<file path="config.mk">
export PLATFORM = sky130hd
export DESIGN_NAME = wram_ctrl
export DESIGN_NICKNAME = d
export VERILOG_FILES = /design/src/hdl/wram_pkg.sv /design/src/hdl/wram_ctrl.sv
export SDC_FILE = /design/constraint.sdc
export NUM_CORES = 1
export LEC_CHECK = 0
export ABC_AREA = 1
export BUFFER_PORTS_ARGS = -buffer_cell sky130_fd_sc_hd__buf_2
export CELL_PAD_IN_SITES_DETAIL_PLACEMENT = 1
export CELL_PAD_IN_SITES_GLOBAL_PLACEMENT = 2
export CORE_MARGIN = 1
export CORE_UTILIZATION = 25
export CTS_BUF_LIST = sky130_fd_sc_hd__clkbuf_4 sky130_fd_sc_hd__clkbuf_8
export CTS_CLUSTER_DIAMETER = 80
export CTS_CLUSTER_SIZE = 25
export DETAILED_ROUTE_END_ITERATION = 16
export PLACE_DENSITY_LB_ADDON = 0.15
export SETUP_SLACK_MARGIN = 0.02
export SLEW_MARGIN = 30
export SYNTH_ARGS = -nofsm -noshare
export SYNTH_HDL_FRONTEND = slang
export SYNTH_SLANG_ARGS = --single-unit
</file>
<file path="constraint.sdc">
create_clock -name clk -period 4.4 [get_ports clk]
set_input_delay 0.44 -clock clk [delete_from_list [all_inputs] [get_ports clk]]
set_output_delay 0.44 -clock clk [all_outputs]
set_load 0.02 [all_outputs]
</file>
<file path="src/hdl/wram_pkg.sv">
package wram_pkg;

  // default byte address width of the work ram
  localparam int DEF_ADDR_BITS = 15;

  // opcodes
  localparam logic [1:0] OP_READ  = 2'd0;
  localparam logic [1:0] OP_WRITE = 2'd1;
  localparam logic [1:0] OP_PEEK  = 2'd2;

  // access sizes, code three acts as a word
  localparam logic [1:0] SZ_BYTE = 2'd0;
  localparam logic [1:0] SZ_HALF = 2'd1;

  // controller states
  typedef enum logic [1:0] {
    ST_CLEAR,
    ST_IDLE,
    ST_READ
  } st_t;

  // request to the word memory
  typedef struct packed {
    logic       en;
    logic       we;
    logic [3:0] be;
  } mem_req_t;

endpackage

</file>
<file path="src/hdl/wram_ctrl.sv">
module wram_ctrl #(
  parameter int ADDR_BITS = wram_pkg::DEF_ADDR_BITS
) (
  input  logic                   clk,
  input  logic                   rst,
  input  logic                   start,
  output logic                   busy,
  input  logic [1:0]             opcode,
  input  logic [1:0]             access_size,
  input  logic [ADDR_BITS-1:0]   byte_address,
  input  logic [31:0]            write_data,
  output logic                   done,
  output logic [31:0]            read_data,
  output wram_pkg::mem_req_t     mem_req,
  output logic [ADDR_BITS-3:0]   mem_addr,
  output logic [31:0]            mem_wdata,
  input  logic [31:0]            mem_rdata
);
  import wram_pkg::*;

  // lanes touched by an access
  function automatic logic [3:0] lane_mask(input logic [1:0] size, input logic [1:0] a);
    logic [3:0] m;
    case (size)
      SZ_BYTE: m = 4'b0001 << a;
      SZ_HALF: m = a[1] ? 4'b1100 : 4'b0011;
      default: m = 4'b1111;
    endcase
    return m;
  endfunction

  // byte mask to bit mask
  function automatic logic [31:0] expand(input logic [3:0] m);
    logic [31:0] b;
    for (int i = 0; i < 4; i++) begin
      b[8*i +: 8] = {8{m[i]}};
    end
    return b;
  endfunction

  st_t                  state, state_next;
  logic [ADDR_BITS-3:0] clr_addr;
  logic [31:0]          bus_latch, bus_latch_next;
  logic                 peek_q;
  logic [3:0]           mask_q;

  logic [3:0]  lane;
  logic [31:0] wdata_rep;
  logic [31:0] merged;

  // write word with the narrow data copied into every lane
  always_comb begin
    lane = lane_mask(access_size, byte_address[1:0]);
    case (access_size)
      SZ_BYTE: wdata_rep = {4{write_data[7:0]}};
      SZ_HALF: wdata_rep = {2{write_data[15:0]}};
      default: wdata_rep = write_data;
    endcase
  end

  // read word merged into the latch lanes, raw for peek
  assign merged = peek_q ? mem_rdata
                         : ((bus_latch & ~expand(mask_q)) | (mem_rdata & expand(mask_q)));

  assign busy      = (state != ST_IDLE);
  assign read_data = merged;

  // next state, memory request and latch update
  always_comb begin
    state_next     = state;
    mem_req        = '0;
    mem_addr       = byte_address[ADDR_BITS-1:2];
    mem_wdata      = wdata_rep;
    bus_latch_next = bus_latch;
    done           = 1'b0;
    case (state)
      ST_CLEAR: begin
        mem_req.en = 1'b1;
        mem_req.we = 1'b1;
        mem_req.be = 4'b1111;
        mem_addr   = clr_addr;
        mem_wdata  = '0;
        if (clr_addr == '1) begin
          state_next = ST_IDLE;
        end
      end
      ST_IDLE: begin
        if (start) begin
          if (opcode == OP_WRITE) begin
            mem_req.en     = 1'b1;
            mem_req.we     = 1'b1;
            mem_req.be     = lane;
            bus_latch_next = (bus_latch & ~expand(lane)) | (wdata_rep & expand(lane));
          end else if (opcode == OP_READ || opcode == OP_PEEK) begin
            mem_req.en = 1'b1;
            state_next = ST_READ;
          end
        end
      end
      ST_READ: begin
        done       = 1'b1;
        state_next = ST_IDLE;
        if (!peek_q) begin
          bus_latch_next = merged;
        end
      end
      default: begin
        state_next = ST_IDLE;
      end
    endcase
  end

  // state, clear counter and latch
  always_ff @(posedge clk) begin
    if (rst) begin
      state     <= ST_CLEAR;
      clr_addr  <= '0;
      bus_latch <= '0;
    end else begin
      state     <= state_next;
      bus_latch <= bus_latch_next;
      if (state == ST_CLEAR) begin
        clr_addr <= clr_addr + 1'b1;
      end
    end
  end

  // read context held for the data cycle
  always_ff @(posedge clk) begin
    if (state == ST_IDLE && start) begin
      peek_q <= (opcode == OP_PEEK);
      mask_q <= lane;
    end
  end

endmodule

</file>
Yosys cells after proc, flatten, opt, wreduce, memory -nomap -nowiden
Index checks and enable logic that the tools add are counted.

operators by class
  muxes and demuxes = 21
  equality and inequality tests = 13
  add/sub/neg operators = 1
  shifts and indexed selects = 1
  reduce and logical (&&, ||, !) cells = 8
  bitwise logic cells = 8

operator list
  kind                   number
  $mux 32                5
  $and 32x32->32         4
  $pmux 32 s2            2
  $not 32->32            2
  $or 32x32->32          2
  $add 13x1->13 const B  1
  $eq 13x13->1 const B   1
  $mux 13                1
  $ne 2x2->1 const B     6
  $pmux 6 s2             1
  $mux 2                 4
  $pmux 4 s2             1
  $reduce_and 4->1       2
  $eq 2x1->1 const B     3
  $logic_not 2->1        3
  $mux 6                 1
  $mux 5                 1
  $eq 2x2->1 const B     2
  $mux 4                 1
  $pmux 2 s2             1
  $shl 1x2->4 const A    1
  $mux 1                 3
  $ne 2x1->1 const B     1
  $reduce_bool 2->1      1
  2 further kinds        2

word-level totals
  register bits = 52
  word-level logic and storage cells = 57
  input port bits = 86

Logic depth before layout (Yosys ltp)
  depth in word-level cells = 8
  gate-level depth with buffers = 9
  gate-level depth less buffers = 8

Worst setup path after synthesis
OpenSTA, ideal clock, no wires.

  path kind = register to output
  from = register peek_q
  to = output read_data[14]
  data required time = 3.960 ns
  arrival = 1.372 ns
  path slack = 2.588 ns
  stages on the path, launching flop included = 5
  path buffers = 1
  cells stage by stage = edfxtp_1 -> nor2_1 -> buf_2 -> nor2_1 -> a21oi_1

on the way
  longest elaborated chain between the ends = 1

ends and longest elaborated chain
  what                      RTL line          text
  start: declaration        wram_ctrl.sv:44   logic peek_q;
  start signal: assignment  wram_ctrl.sv:131  peek_q <= (opcode == OP_PEEK);
  $mux 32                   wram_ctrl.sv:62   assign merged = peek_q ? mem_rdata
  end: declaration          wram_ctrl.sv:13   output logic [31:0] read_data,

Every way passes these cells.

Worst setup path after layout
  from = register peek_q
  to = output read_data[15]

Same word-level chain as after synthesis.

==> impl_metrics.py <==
metrics = {
    "outcome": {
        "outcome": "complete, no violations",
    },
    "setup_path": {
        "cp-start-kind": "register",
        "crit_path_start": "peek_q",
        "path_max_fanout": 16,
        "r2r_slack_ns": 2.30,
        "cp-endpoint": "read_data[15]",
        "crit-reg2reg-launch": "state[1]",
        "cp.arrival_ns": 2.17,
        "r2r_cells": 7,
        "crit_type": "reg2out",
        "crit_required_ns": 3.96,
        "cp-end-kind": "output pin",
    },
    "sta": {
        "slew_headroom_pct": 37.4,
        "worst_hold_slack_ns": 0.349,
        "min_period_over_period_pct": 59.4,
        "fin_crit_ns": 2.61,
        "final-max-slew-violation-count": 0,
        "hold_viol": 0,
        "setup-tns-final_ns": 0,
        "clock_skew_ns": 0.00890,
        "rsz0062_at_grt": "false",
        "fmax_ghz": 0.382,
        "setup_violations": 0,
        "tightest_slew_ns": 0.935,
    },
    "cts": {
        "clk_path_buf_depth": 2,
        "cts_tree": "built",
        "cts_sinks": 52,
        "cts_hold_buf": 0,
        "cts_setup_buffers": 0,
        "cts_resized": 0,
        "cts_buffers": 5,
        "worstSkewPairLatency_ns": 0.34,
        "cts_max_level": 2,
        "clkTransAtPathRegs_ns": 0.11,
        "cts_root_buffer": "clkbuf_8",
    },
    "die": {
        "coreArea_sq_mm": 0.0151,
        "start_util_pct": 25.6,
        "die-area_sq_mm": 0.0160,
        "die_w_microns": 126,
        "io_pins": 171,
        "rows": 45,
        "die_h_microns": 126,
    },
    "power_and_ir_drop": {
        "power.leakage_nw": 2.78,
        "power_density_mw_per_mm2": 429,
        "ir_worst_vdd_v": 0.000128,
        "totalPowerFinal_w": 0.00212,
    },
    "route": {
        "vias": 4821,
        "final_antenna_net_count": 0,
        "drt_iter0_markers": 227,
        "vias_per_cell": 4.60,
        "post_drt_wl_per_cell_microns": 14.9,
        "drc": 0,
        "drt-total-wl_microns": 15600,
        "drt_pass1_iterations": 4,
    },
    "run": {
        "drv_cap": 0,
    },
    "logic_synthesis": {
        "yosys.cell_types.count": 25,
        "synth_area_per_cell_sq_um": 5.49,
        "yosys_warnings": 0,
        "syn_inst": 705,
        "ys_seq_elements": 52,
        "synth-seq-area-share_pct": 28.2,
        "synth_area_sq_mm": 0.00387,
        "synth_nets": 792,
    },
    "finish": {
        "final_common_cell": "nand2_1",
        "layout_common_cells": "nand2_1 (224), buf_2 (170), nor2_1 (137)",
        "utilization_pct": 32.5,
        "finalNonFillerCells": 1048,
        "layout-drive-gt1-share_pct": 23.9,
        "fillers": 2074,
        "nets": 942,
        "area_growth_pct": 27.3,
    },
    "grt": {
        "grt_max_degree": 44,
        "grt_pass1_vias": 4685,
        "grt-ovfl-total": 0,
        "antenna_found_initial": 5,
        "grt_pass1_wl_microns": 24300,
        "grt_usage_pct": 19.7,
    },
    "placement": {
        "placed_cells": 1036,
        "hpwlAfterDp_microns": 12200,
        "routabilityCongestion": 0.800,
        "io_buffer_count": 170,
    },
    "worst_hold_path": {
        "min_path_type": "in2reg",
    },
}
kinds of logic (layout without fill, tap and decap cells):
logic type / Yosys count / after routing / share of synthesized area (%)
other: 0 / 4 / 0
AND/OR/NAND/NOR: 435 / 435 / 46.0
buffers and inverters: 126 / 277 / 13.5
adder cells (fa/ha/maj): 1 / 1 / 0.323
flip-flops: 52 / 52 / 28.2
AO/OA/AOI/OAI: 91 / 91 / 12.1
how the worst min path moves through the flow:
stage	from	endpoint	slack [ns]	cells past startpoint
2_1_floorplan	clr_addr[1]	clr_addr[1]	0.46	2
3_3_place_gp	clr_addr[12]	clr_addr[12]	0.48	2
3_5_place_dp	clr_addr[12]	clr_addr[12]	0.49	2
4_1_cts	rst	clr_addr[0]	0.33	2
5_1_grt	rst	clr_addr[0]	0.34	2
6_report	rst	clr_addr[0]	0.35	2
synth_stat cells (all sizes together):
library cell	instances	area share (%)
dfxtp	47	24
nand3b	1	0.19
o21ai	48	6.2
clkinv	1	0.097
a21oi	43	5.9
nor2	144	15
nand3	48	6.2
inv	95	9.2
edfxtp	5	3.9
nand4	1	0.16
buf	17	2.9
ha	1	0.32
nor3	3	0.39
clkbuf	13	1.3
nor4	1	0.16
nand2	237	24
per-layer routing:
metal | vias to the layer above | wire length [microns] | global-route usage (%)
li1 | 2453 | - | -
met1 | 2229 | 7190 | 25.5
met2 | 119 | 7210 | 32.3
met3 | 18 | 912 | 4.60
met4 | 2 | 258 | 6.66
met5 | - | 13 | 0
area by class of cell:
| cell class | instances | area, sq um | share of cell area, % |
|---|---|---|---|
| sequential | 52 | 1090 | 22.1 |
| clock inverter | 2 | 12.5 | 0.254 |
| antenna | 4 | 10.0 | 0.203 |
| timing repair buffer | 173 | 873 | 17.7 |
| inverter | 96 | 360 | 7.31 |
| tap | 188 | 235 | 4.77 |
| clock buffer | 6 | 76.3 | 1.55 |
| multi-input combinational | 527 | 2270 | 46.0 |
stage by stage:
step / setup slack, ns / area (sq um)
after floorplan: 2.59 / 3870
after global placement: 2.02 / 4820
after detailed placement: 1.99 / 4820
after CTS: 1.73 / 4910
after global routing: 1.62 / 4920
final: 1.79 / 4930
critical path: stages (launching register included):
cell	delay [ns]
edfxtp_1	0.53
nor2_1	0.77
nor2_1	0.09
a21oi_1	0.23
buf_2	0.21
power by group:
part           switching, W  internal (W)  total (W)
Combinational      0.000875      0.000358    0.00123
Clock              0.000189      0.000118   0.000307
Sequential        0.0000343      0.000541   0.000575
Total               0.00110       0.00102    0.00212
Power figures use the tool's default switching activity.
